==> src/rtl/bpc_pkg.sv <==
`default_nettype none
package bpc_pkg;

  localparam int RAW_W       = 24;
  localparam int CAL_W       = 16;
  localparam int TEMP_W      = 20;
  localparam int PRES_W      = 32;
  localparam int DT_W        = 26;
  localparam int MUL_W       = 43;
  localparam int SQ_W        = 52;
  localparam int TSQ_W       = 40;
  localparam int OFF_W       = 41;
  localparam int SENS_W      = 40;
  localparam int CORR_W      = 42;
  localparam int SENS_LO_W   = 20;
  localparam int PL_W        = RAW_W + SENS_LO_W;
  localparam int PH_W        = RAW_W + 1 + SENS_W - SENS_LO_W;
  localparam int PROD_W      = 64;
  localparam int DIFF_W      = 48;
  localparam int QDEPTH      = 4;
  localparam int QPTR_W      = 2;
  localparam int NUM_REGS    = 6;
  localparam int REG_IDX_W   = 3;
  localparam int APB_AW      = 5;
  localparam int APB_DW      = 32;
  localparam int IN_TDATA_W  = 48;
  localparam int OUT_TDATA_W = 56;
  localparam int OUT_TUSER_W = 2;

  localparam logic [RAW_W-1:0] RAW_ALL_ONES = '1;
  localparam logic [RAW_W-1:0] RAW_ZERO     = '0;

  localparam logic signed [TEMP_W-1:0] TEMP_REF  = 20'sd2000;
  localparam logic signed [TEMP_W-1:0] TEMP_COLD = -20'sd1500;

  localparam logic [REG_IDX_W-1:0] REG_C1 = 3'd0;
  localparam logic [REG_IDX_W-1:0] REG_C2 = 3'd1;
  localparam logic [REG_IDX_W-1:0] REG_C3 = 3'd2;
  localparam logic [REG_IDX_W-1:0] REG_C4 = 3'd3;
  localparam logic [REG_IDX_W-1:0] REG_C5 = 3'd4;
  localparam logic [REG_IDX_W-1:0] REG_C6 = 3'd5;

  typedef enum logic [1:0] {
    STAT_OK       = 2'd0,
    STAT_PRES_BAD = 2'd1,
    STAT_TEMP_BAD = 2'd2
  } status_e;

  typedef struct packed {
    logic [CAL_W-1:0] c1;
    logic [CAL_W-1:0] c2;
    logic [CAL_W-1:0] c3;
    logic [CAL_W-1:0] c4;
    logic [CAL_W-1:0] c5;
    logic [CAL_W-1:0] c6;
  } bpc_cal_t;

  typedef struct packed {
    logic [RAW_W-1:0] d1;
    logic [RAW_W-1:0] d2;
    status_e          status;
  } bpc_item_t;

endpackage
`default_nettype wire

==> src/rtl/bpc_front.sv <==
`default_nettype none
module bpc_front (
  input  logic                          clk_i,
  input  logic                          rst_ni,
  input  logic                          s_valid_i,
  input  logic [bpc_pkg::IN_TDATA_W-1:0] s_data_i,
  output logic                          s_ready_o,
  output logic                          push_o,
  output bpc_pkg::bpc_item_t            item_o,
  input  logic                          q_full_i
);
  import bpc_pkg::*;

  logic      valid_q;
  bpc_item_t item_q;
  bpc_item_t item_d;
  logic      take;

  logic [RAW_W-1:0] d1;
  logic [RAW_W-1:0] d2;

  assign d1 = s_data_i[RAW_W-1:0];
  assign d2 = s_data_i[2*RAW_W-1:RAW_W];

  always_comb begin
    item_d.d1     = d1;
    item_d.d2     = d2;
    item_d.status = STAT_OK;
    if (d1 == RAW_ZERO || d1 == RAW_ALL_ONES) begin
      item_d.status = STAT_PRES_BAD;
    end else if (d2 == RAW_ZERO || d2 == RAW_ALL_ONES) begin
      item_d.status = STAT_TEMP_BAD;
    end
  end

  assign push_o    = valid_q && !q_full_i;
  assign s_ready_o = !valid_q || !q_full_i;
  assign take      = s_valid_i && s_ready_o;
  assign item_o    = item_q;

  always_ff @(posedge clk_i or negedge rst_ni) begin
    if (!rst_ni) begin
      valid_q <= 1'b0;
    end else if (take) begin
      valid_q <= 1'b1;
    end else if (push_o) begin
      valid_q <= 1'b0;
    end
  end

  always_ff @(posedge clk_i) begin
    if (take) begin
      item_q <= item_d;
    end
  end

endmodule
`default_nettype wire

==> config.mk <==
export PLATFORM = sky130hd
export DESIGN_NAME = bpc_front
export DESIGN_NICKNAME = d
export VERILOG_FILES = /design/src/rtl/bpc_pkg.sv /design/src/rtl/bpc_front.sv
export SDC_FILE = /design/constraint.sdc
export NUM_CORES = 1
export LEC_CHECK = 0
export BUFFER_PORTS_ARGS = -buffer_cell sky130_fd_sc_hd__buf_2
export CAP_MARGIN = 20
export CORE_AREA = 8 8 78 80
export CTS_CLUSTER_DIAMETER = 80
export DETAILED_ROUTE_END_ITERATION = 6
export DIE_AREA = 0 0 86 88
export HOLD_SLACK_MARGIN = 0.12
export PLACE_DENSITY = 0.72
export SYNTH_ARGS = -nofsm -noshare
export SYNTH_HDL_FRONTEND = slang
export SYNTH_SLANG_ARGS = --single-unit
==> constraint.sdc <==
create_clock -name clk_i -period 1.8 [get_ports clk_i]
set_input_delay 0 -clock clk_i [delete_from_list [all_inputs] [get_ports clk_i]]
set_output_delay 0 -clock clk_i [all_outputs]
set_load 0.01 [all_outputs]
==> results.yml <==
timing:
  finalSetupViolations: 0
  worst_pin_slew_ns: 0.4409
  tns_ns: 0
  hold_viol: 0
  period_needed_ns: 1.447
  max_slew_margin_pct: 70.34
  drv_slew: 0
  min_period_over_period_pct: 80.37
  max_freq_mhz: 691.2
  grt_setup_unrepaired: "false"
  clock_skew_ns: 0.008899
outcome:
  status: "complete, no violations"
clocking:
  cts_root_buf: "clkbuf_8"
  clk-insertion-delay-late_ns: 0.30
  cts.sinks: 51
  cts_resized: 0
  cts_max_path_buffers: 2
  cts_tree: "yes"
  htree_levels: 2
  clkTransAtPathRegs_ns: 0.08
  postCtsSetupBuffers: 0
  numCtsBuffers: 5
flow_run:
  drv_cap: 0
route:
  wl_per_cell_um: 16.83
  route.detailed.drc: 0
  via_per_inst: 4.681
  dr.pass1.iters: 4
  drt_iter0_drc: 50
  routed-via-count: 1526
  postRouteAntennaNets: 0
  routed_wl_mm: 5.485
critical_path:
  reg2reg_to: "item_o[5]"
  cp.required_ns: 1.93
  worstSetupEndpoint: "item_o[1]"
  cp_data_arrival_time_ns: 1.58
  reg2reg_setup_slack_ns: 0.47
  path_class: "in2reg"
  reg2reg_depth: 3
  startpoint_type: "input port"
  r2r_start: "valid_q"
  cp-startpoint: "s_data_i[25]"
  critPathMaxFanout: 3
  end_kind: "flop"
hold_path:
  hp-class: "in2out"
  min_from: "q_full_i"
synth:
  synth.distinct_cells: 13
  synth_seq_area_share_pct: 86.10
  synth_area_um2: 1773
  ys_ff_latch: 51
  synth_fp_nets: 143
  synthesis.instances: 91
  synth-warning-count: 0
  synth.avg_cell_area_um2: 19.48
final_layout:
  nets: 307
  areaGrowthSynthToFinish_pct: 69.09
  final_common_cell: "buf_2"
  postLayoutCoreUtil_pct: 61.03
  drive_gt1_share_pct: 44.53
  final.fill_count: 386
  diodes: 0
  mostFrequentLayoutCells: "buf_2 (103), dlygate4sd3_1 (52), edfxtp_1 (50)"
place:
  gp_congestion: 0.7342
  port_buffers: 103
  dp_hpwl_mm: 3.611
global_routing:
  antenna_found_initial: 0
  grt_overflow: 0
  grt_start_max_net_pins: 31
  grt_pass1_wl_mm: 8.493
  grt_pass1_vias: 1650
  grt_use_total_pct: 14.63
floorplanning:
  core_um2: 4912
  num_io_pins: 104
  die_w_um: 86
  die_height_um: 88
  start_util_pct: 36.09
  fp.dieArea_um2: 7568
  rows: 26
power_and_ir_drop:
  powerDensity_nw_per_um2: 780.5
  ir_worst_vdd_mv: 0.4517
  p_leak_nw: 1.204
[power by group]
part	internal (mW)	leakage (nW)	switching (mW)
logic	0.167	0.675	0.158
registers	1.38	0.488	0.0154
clock network	0.272	0.0412	0.349
[synth_stat cells (all sizes together)]
cell / count / area (um^2)
edfxtp: 50 / 1501
nor4: 14 / 87.58
nand4: 13 / 81.33
nand2: 3 / 11.26
nor2: 3 / 11.26
a21o: 1 / 7.510
a221oi: 1 / 15.01
and2: 1 / 6.260
and4: 1 / 8.760
dfrtp: 1 / 25.02
nand2b: 1 / 6.260
nand3: 1 / 5.000
nor2b: 1 / 6.260
[state kept, by name, summed over array words and instances, names as in the netlist]
register  count
valid_q       1
item_o       50
[cell type report]
type | count | area, um^2 | area share, %
repair buffers | 157 | 1051 | 35.06
flip-flops and latches | 51 | 1526 | 50.92
clock inverters | 2 | 12.51 | 0.4174
well taps | 70 | 87.58 | 2.922
clock buffers | 6 | 72.57 | 2.421
multi-input cells | 40 | 247.7 | 8.264
[stage by stage]
stage / cell area, um^2 / total power, mW / setup WS (ns) / cells / hold slack, ns
floorplan: 1774 / 1.493 / 0.2107 / 91 / -0.2956
finish: 2998 / 2.340 / 0.3533 / 326 / 0.2552
CTS: 2998 / 2.359 / 0.3569 / 326 / 0.2503
global placement: 2392 / 1.646 / 0.5137 / 266 / -0.2239
detailed placement: 2392 / 1.652 / 0.4948 / 266 / -0.2236
global route: 2998 / 2.437 / 0.2907 / 326 / 0.2787
[critical path, stage by stage]
cell and delay [ns]:
dlygate4sd3_1 0.56, buf_2 0.14, nor4_1 0.32, and4_1 0.25, nand3_1 0.10, a221oi_2 0.22
[worst min-delay path by stage]
| stage | endpoint | cells after the start |
|---|---|---|
| 2_1_floorplan | valid_q | 0 |
| 3_3_place_gp | valid_q | 1 |
| 3_5_place_dp | valid_q | 1 |
| 4_1_cts | push_o | 3 |
| 5_1_grt | push_o | 3 |
| 6_report | push_o | 3 |
[repair_timing]
action                                  CTS  global route
hold buffers                             52             0
endpoints found under the hold margin    50             0
endpoints found under the setup margin    0             0
[per-layer routing]
metal	vias up	global-route usage, %	wire (um)
li1	716	-	-
met1	717	14.91	2047
met2	88	27.22	2789
met3	5	6.098	592
met4	0	3.025	55
met5	-	0	0
[cells by family (layout without fill, tap and decap cells)]
| logic type | after synthesis | count (layout) | synth area share (%) |
|---|---|---|---|
| simple gates | 38 | 38 | 12.63 |
| buf+inv | 0 | 165 | 0 |
| compound gates | 2 | 2 | 1.270 |
| flops | 51 | 51 | 86.10 |
(Power assumes the default switching activity.)
