`src/rtl/bpc_pkg.sv`:
```
`default_nettype none
package bpc_pkg;

  localparam int RAW_W       = 24;
  localparam int CAL_W       = 16;
  localparam int TEMP_W      = 20;
  localparam int PRES_W      = 32;
  localparam int DT_W        = 26;
  localparam int MUL_W       = 43;
  localparam int SQ_W        = 52;
  localparam int TSQ_W       = 40;
  localparam int OFF_W       = 41;
  localparam int SENS_W      = 40;
  localparam int CORR_W      = 42;
  localparam int SENS_LO_W   = 20;
  localparam int PL_W        = RAW_W + SENS_LO_W;
  localparam int PH_W        = RAW_W + 1 + SENS_W - SENS_LO_W;
  localparam int PROD_W      = 64;
  localparam int DIFF_W      = 48;
  localparam int QDEPTH      = 4;
  localparam int QPTR_W      = 2;
  localparam int NUM_REGS    = 6;
  localparam int REG_IDX_W   = 3;
  localparam int APB_AW      = 5;
  localparam int APB_DW      = 32;
  localparam int IN_TDATA_W  = 48;
  localparam int OUT_TDATA_W = 56;
  localparam int OUT_TUSER_W = 2;

  localparam logic [RAW_W-1:0] RAW_ALL_ONES = '1;
  localparam logic [RAW_W-1:0] RAW_ZERO     = '0;

  localparam logic signed [TEMP_W-1:0] TEMP_REF  = 20'sd2000;
  localparam logic signed [TEMP_W-1:0] TEMP_COLD = -20'sd1500;

  localparam logic [REG_IDX_W-1:0] REG_C1 = 3'd0;
  localparam logic [REG_IDX_W-1:0] REG_C2 = 3'd1;
  localparam logic [REG_IDX_W-1:0] REG_C3 = 3'd2;
  localparam logic [REG_IDX_W-1:0] REG_C4 = 3'd3;
  localparam logic [REG_IDX_W-1:0] REG_C5 = 3'd4;
  localparam logic [REG_IDX_W-1:0] REG_C6 = 3'd5;

  typedef enum logic [1:0] {
    STAT_OK       = 2'd0,
    STAT_PRES_BAD = 2'd1,
    STAT_TEMP_BAD = 2'd2
  } status_e;

  typedef struct packed {
    logic [CAL_W-1:0] c1;
    logic [CAL_W-1:0] c2;
    logic [CAL_W-1:0] c3;
    logic [CAL_W-1:0] c4;
    logic [CAL_W-1:0] c5;
    logic [CAL_W-1:0] c6;
  } bpc_cal_t;

  typedef struct packed {
    logic [RAW_W-1:0] d1;
    logic [RAW_W-1:0] d2;
    status_e          status;
  } bpc_item_t;

endpackage
`default_nettype wire

```
`src/rtl/bpc_fifo.sv`:
```
`default_nettype none
module bpc_fifo (
  input  logic               clk_i,
  input  logic               rst_ni,
  input  logic               push_i,
  input  bpc_pkg::bpc_item_t item_i,
  output logic               full_o,
  output logic               valid_o,
  output bpc_pkg::bpc_item_t item_o,
  input  logic               pop_i
);
  import bpc_pkg::*;

  bpc_item_t         mem_q [QDEPTH];
  logic [QPTR_W-1:0] wr_ptr_q;
  logic [QPTR_W-1:0] rd_ptr_q;
  logic [QPTR_W:0]   count_q;
  logic [QPTR_W:0]   count_d;

  assign full_o  = (count_q == (QPTR_W+1)'(QDEPTH));
  assign valid_o = (count_q != '0);
  assign item_o  = mem_q[rd_ptr_q];

  always_comb begin
    count_d = count_q;
    if (push_i && !pop_i) begin
      count_d = count_q + 1'b1;
    end else if (pop_i && !push_i) begin
      count_d = count_q - 1'b1;
    end
  end

  always_ff @(posedge clk_i or negedge rst_ni) begin
    if (!rst_ni) begin
      wr_ptr_q <= '0;
      rd_ptr_q <= '0;
      count_q  <= '0;
    end else begin
      count_q <= count_d;
      if (push_i) begin
        wr_ptr_q <= wr_ptr_q + 1'b1;
      end
      if (pop_i) begin
        rd_ptr_q <= rd_ptr_q + 1'b1;
      end
    end
  end

  always_ff @(posedge clk_i) begin
    if (push_i) begin
      mem_q[wr_ptr_q] <= item_i;
    end
  end

  a_count_bound : assert property (@(posedge clk_i) disable iff (!rst_ni)
    count_q <= (QPTR_W+1)'(QDEPTH))
    else $error("queue count above depth");

  a_count_ptrs : assert property (@(posedge clk_i) disable iff (!rst_ni)
    (count_q != (QPTR_W+1)'(QDEPTH)) |-> (QPTR_W'(count_q) == QPTR_W'(wr_ptr_q - rd_ptr_q)))
    else $error("queue count disagrees with pointers");

endmodule
`default_nettype wire

```
`config.mk`:
```
export PLATFORM = sky130hd
export DESIGN_NAME = bpc_fifo
export DESIGN_NICKNAME = d
export VERILOG_FILES = /design/src/rtl/bpc_pkg.sv /design/src/rtl/bpc_fifo.sv
export SDC_FILE = /design/constraint.sdc
export NUM_CORES = 1
export LEC_CHECK = 0
export ABC_AREA = 1
export BUFFER_PORTS_ARGS = -buffer_cell sky130_fd_sc_hd__buf_2
export CORE_MARGIN = 5
export CORE_UTILIZATION = 62
export DETAILED_ROUTE_END_ITERATION = 10
export GPL_TIMING_DRIVEN = 0
export PLACE_DENSITY = 0.85
export SLEW_MARGIN = 25
export SYNTH_ARGS = -nofsm -noshare
export SYNTH_HDL_FRONTEND = slang
export SYNTH_SLANG_ARGS = --single-unit
```
`constraint.sdc`:
```
create_clock -name clk_i -period 3.67 [get_ports clk_i]
set_clock_uncertainty 0.1 [all_clocks]
set_input_delay 0.1835 -clock clk_i [delete_from_list [all_inputs] [get_ports clk_i]]
set_output_delay 0.1835 -clock clk_i [all_outputs]
set_load 0.02 [all_outputs]
```
==> metrics.txt <==
# TYPE chip_impl_metric gauge
chip_impl_metric{name="timing.setup.tns",unit="ns"} 0
chip_impl_metric{name="cap_viol_max_count",unit=""} 0
chip_impl_metric{name="max-slew-margin-rel",unit="%"} 61.8
chip_impl_metric{name="drt-wirelength-per-cell",unit="um"} 18.4
chip_impl_metric{name="first_iter_violations",unit=""} 455
chip_impl_metric{name="placed_cell_area",unit="sq um"} 9130
chip_impl_metric{name="sequential_cell_area_fraction_in_the_yosys_report",unit="%"} 74.6
chip_impl_metric{name="antenna_found_initial",unit=""} 0
chip_impl_metric{name="global_route_total_overflow",unit=""} 0
chip_impl_info{name="synth_top_family_by_area",value="compound AO/OA/AOI/OAI gates"} 1
chip_impl_metric{name="setup_violations",unit=""} 0
chip_impl_info{name="critPathKind",value="flip-flop to output port"} 1
chip_impl_info{name="critical-path-top-cell-by-count",value="buf_2"} 1
chip_impl_metric{name="detailed_route_drc_error_count",unit=""} 0
chip_impl_metric{name="synth.lib_cells_used.distinct",unit=""} 19
chip_impl_metric{name="intPower",unit="mW"} 5.21
chip_impl_metric{name="fin_worst_hold_slack",unit="ns"} 0.0245
chip_impl_metric{name="swShare",unit="%"} 38.0
chip_impl_metric{name="max_clock_buf_depth",unit=""} 3
chip_impl_metric{name="cellLeakagePower",unit="nW"} 4.23
chip_impl_metric{name="coreArea",unit="sq um"} 13200
chip_impl_info{name="run_status",value="completed"} 1
chip_impl_metric{name="count_of_pins_over_their_slew_limit",unit=""} 0
chip_impl_metric{name="dr_total_vias",unit=""} 5474
chip_impl_metric{name="synthesis.nets",unit=""} 692
chip_impl_metric{name="grt_pass1_vias",unit=""} 5844
chip_impl_info{name="crit_slowest_cell",value="clkbuf_1"} 1
chip_impl_metric{name="fmaxAchievable",unit="GHz"} 0.442
chip_impl_metric{name="power.combinational.fraction",unit="%"} 38.8
chip_impl_metric{name="final_core_util",unit="%"} 78.0
chip_impl_metric{name="clockPowerShare",unit="%"} 22.8
chip_impl_metric{name="number_of_iterations_in_the_first_detailed_routing_pass",unit=""} 5
chip_impl_metric{name="crit_fanout",unit=""} 10
chip_impl_metric{name="final.fill_count",unit=""} 740
chip_impl_metric{name="post-route-cell-area",unit="sq um"} 10300
chip_impl_metric{name="xor_xnor_portion_of_the_synthesized_cell_area",unit="%"} 0.423
chip_impl_metric{name="synth.avg_cell_area",unit="sq um"} 13.1
chip_impl_metric{name="syn-instance-count",unit=""} 632
chip_impl_metric{name="synthSimpleGateAreaFrac",unit="%"} 7.68
chip_impl_metric{name="avgViaCountPerCell",unit=""} 5.44
chip_impl_metric{name="ioPinCount",unit=""} 106
chip_impl_metric{name="cpPeakStageDelay",unit="ns"} 0.47
chip_impl_metric{name="post_route_cells_drive_above_1_share",unit="%"} 20.2
chip_impl_metric{name="place_congestion",unit=""} 0.749
chip_impl_metric{name="hold_violations",unit=""} 0
chip_impl_metric{name="drt-total-wl",unit="mm"} 18.6
chip_impl_metric{name="yosys.area_share.adder",unit="%"} 0.997
chip_impl_info{name="rsz0062_at_grt",value="no"} 1
chip_impl_metric{name="htreeDepth",unit=""} 1
chip_impl_metric{name="track_usage",unit="%"} 23.7
chip_impl_metric{name="place.port_buffers",unit=""} 105
chip_impl_metric{name="place.detailed.hpwl",unit="mm"} 11.1
chip_impl_metric{name="fp.dieH",unit="um"} 126
chip_impl_metric{name="postRouteAntennaNets",unit=""} 0
chip_impl_metric{name="finish.net_count",unit=""} 876
chip_impl_metric{name="cts_buffers",unit=""} 20
chip_impl_metric{name="clock_sinks",unit=""} 207
chip_impl_metric{name="synth-warning-count",unit=""} 0
chip_impl_metric{name="area_delta_synth_final",unit="%"} 24.2
chip_impl_metric{name="power_share_of_the_sequential_group",unit="%"} 38.4
chip_impl_metric{name="placementRows",unit=""} 42
chip_impl_metric{name="largest_net_degree_at_the_start_of_global_routing",unit=""} 40
chip_impl_info{name="crit_path_cell_trace",value="buf_2 -> clkbuf_1 -> o211ai_1 -> nand2_1 -> buf_2"} 1
chip_impl_metric{name="power-per-cell-area",unit="nW/um^2"} 817
chip_impl_metric{name="mappedNetlistArea",unit="sq um"} 8280
chip_impl_metric{name="initial_core_util",unit="%"} 62.8
chip_impl_metric{name="die_width",unit="um"} 126
chip_impl_info{name="cts_tree",value="built"} 1
chip_impl_metric{name="vdd_ir_drop_max",unit="uV"} 527
chip_impl_metric{name="netSwitchingPower",unit="mW"} 3.20
chip_impl_info{name="endpoint_kind",value="output port"} 1
chip_impl_metric{name="final_cycle_utilization_of_the_critical_path",unit="%"} 61.7
chip_impl_metric{name="clock_slew_at_the_register_clock_pins_of_the_worst_setup_and_hold_paths",unit="ns"} 0.06
chip_impl_metric{name="synthMuxAreaShare",unit="%"} 0
chip_impl_metric{name="worstPathArrival",unit="ns"} 1.98
chip_impl_info{name="min_path_type",value="input port to flip-flop"} 1
chip_impl_metric{name="required",unit="ns"} 3.39
chip_impl_metric{name="postCtsSetupRepairBufs",unit=""} 0
chip_impl_metric{name="synth_area_in_compound_gates",unit="%"} 9.13
chip_impl_metric{name="final.min_clock_period",unit="ns"} 2.26
chip_impl_info{name="critPathLaunchType",value="flip-flop"} 1
chip_impl_metric{name="grt_pass1_wl",unit="mm"} 29.6
chip_impl_info{name="clk_root_buffer_cell",value="clkbuf_16"} 1
chip_impl_metric{name="worst-slew-pin-transition",unit="ns"} 0.573
chip_impl_metric{name="insertion_delay",unit="ns"} 0.47
chip_impl_metric{name="floorplan.die_area",unit="sq um"} 15800
chip_impl_metric{name="synth-seq-cells",unit=""} 207
[cell usage in the layout, fill, tap and decap left out]
cell type,count
buf_4,4
nor2_1,1
clkinv_1,7
inv_4,4
xor2_1,3
bufinv_16,1
nor3_1,1
o21ai_1,1
nand3_1,1
buf_1,1
clkinv_4,1
o211ai_1,100
inv_1,107
clkbuf_16,21
xnor2_1,1
buf_16,2
dfrtp_1,7
ha_1,5
dlygate4sd3_1,53
buf_12,2
diode_2,1
edfxtp_1,200
buf_2,127
nand4_1,1
nand2_1,164
inv_2,1
fa_1,1
clkinv_2,5
clkbuf_1,8
[power by group through the flow]
stage | Clock (mW) | Combinational, mW | Sequential (mW)
2_1_floorplan | 0 | 2.03 | 3.25
3_3_place_gp | 0 | 3.02 | 3.27
3_5_place_dp | 0 | 3.20 | 3.27
4_1_cts | 1.93 | 3.27 | 3.22
5_1_grt | 2.04 | 3.54 | 3.26
6_report | 1.92 | 3.26 | 3.23
[what timing repair did]
| item | in CTS | in global routing |
|---|---|---|
| hold buffers | 53 | 0 |
| endpoints found under the hold margin | 209 | 0 |
| resized for setup | 0 | 0 |
[flip-flops by register name (all words and copies together) (netlist names)]
| signal | count |
|---|---|
| rd_ptr_q | 2 |
| wr_ptr_q | 2 |
| mem_q | 200 |
| count_q | 3 |
[layout make-up]
type	count	area, sq um	area share [%]
Timing Repair Buffer	162	1150	11.2
Clock inverter	14	90.1	0.876
Tap cell	176	220	2.14
Sequential cell	207	6180	60.1
Antenna cell	1	2.50	0.0243
Multi-Input combinational cell	279	1510	14.7
Inverter	112	430	4.19
Buffer	34	170	1.65
Clock buffer	22	529	5.15
[stage by stage]
step | total power [mW] | cells | setup slack [ns]
finish | 8.41 | 1007 | 1.41
global route | 8.83 | 1006 | 1.33
CTS | 8.42 | 1006 | 1.45
detailed placement | 6.47 | 917 | 1.90
global placement | 6.30 | 913 | 0.760
floorplan | 5.28 | 632 | 1.52
[worst max-delay path, delay by kind of cell (launching register included)]
family                 cells  cell delay (ns)
AND/OR/NAND/NOR            1             0.16
flip-flops                 1             0.33
buffers and inverters      3             0.83
AO/OA/AOI/OAI              1             0.20
[Yosys cell counts]
master | n | area [sq um]
o211ai_1 | 100 | 751
fa_1 | 1 | 20.0
buf_4 | 4 | 30.0
inv_2 | 1 | 3.75
dfrtp_1 | 7 | 175
buf_2 | 22 | 110
nand4_1 | 1 | 6.26
edfxtp_1 | 200 | 6010
xor2_1 | 3 | 26.3
nor3_1 | 1 | 5.00
o21ai_1 | 1 | 5.00
ha_1 | 5 | 62.6
buf_1 | 1 | 3.75
clkbuf_1 | 7 | 26.3
nand2_1 | 164 | 616
inv_1 | 111 | 417
xnor2_1 | 1 | 8.76
nor2_1 | 1 | 3.75
nand3_1 | 1 | 5.00
[path summary, 6_finish.rpt]
| kind | start | to | slack [ns] | cells past startpoint |
|---|---|---|---|---|
| worst max register to register | wr_ptr_q[0] | mem_q[0][40] | 1.90 | 5 |
| worst max-delay path | rd_ptr_q[1] | item_o[33] | 1.41 | 5 |
| min in group asynchronous | rst_ni | rd_ptr_q[1] | 0.57 | 3 |
| worst min register to register | count_q[2] | count_q[2] | 0.39 | 2 |
| max in group asynchronous | rst_ni | wr_ptr_q[0] | 2.66 | 3 |
| worst min-delay path | push_i | count_q[0] | 0.02 | 3 |
[cells by family after synthesis]
logic type,count (synthesis)
buffers and inverters,146
AO/OA/AOI/OAI,101
adder cells (fa/ha/maj),6
AND/OR/NAND/NOR,168
XOR/XNOR,4
flip-flops,207
[metal layers]
| layer | vias up | wire (um) | part of all wire, % | track usage, % |
|---|---|---|---|---|
| met5 | - | 0 | 0 | 0 |
| met4 | 0 | 435 | 2.3 | 7.84 |
| met1 | 2640 | 6820 | 37 | 29.2 |
| li1 | 2555 | - | - | - |
| met2 | 240 | 9920 | 53 | 42.7 |
| met3 | 39 | 1380 | 7.4 | 4.09 |
(Power assumes the default switching activity.)
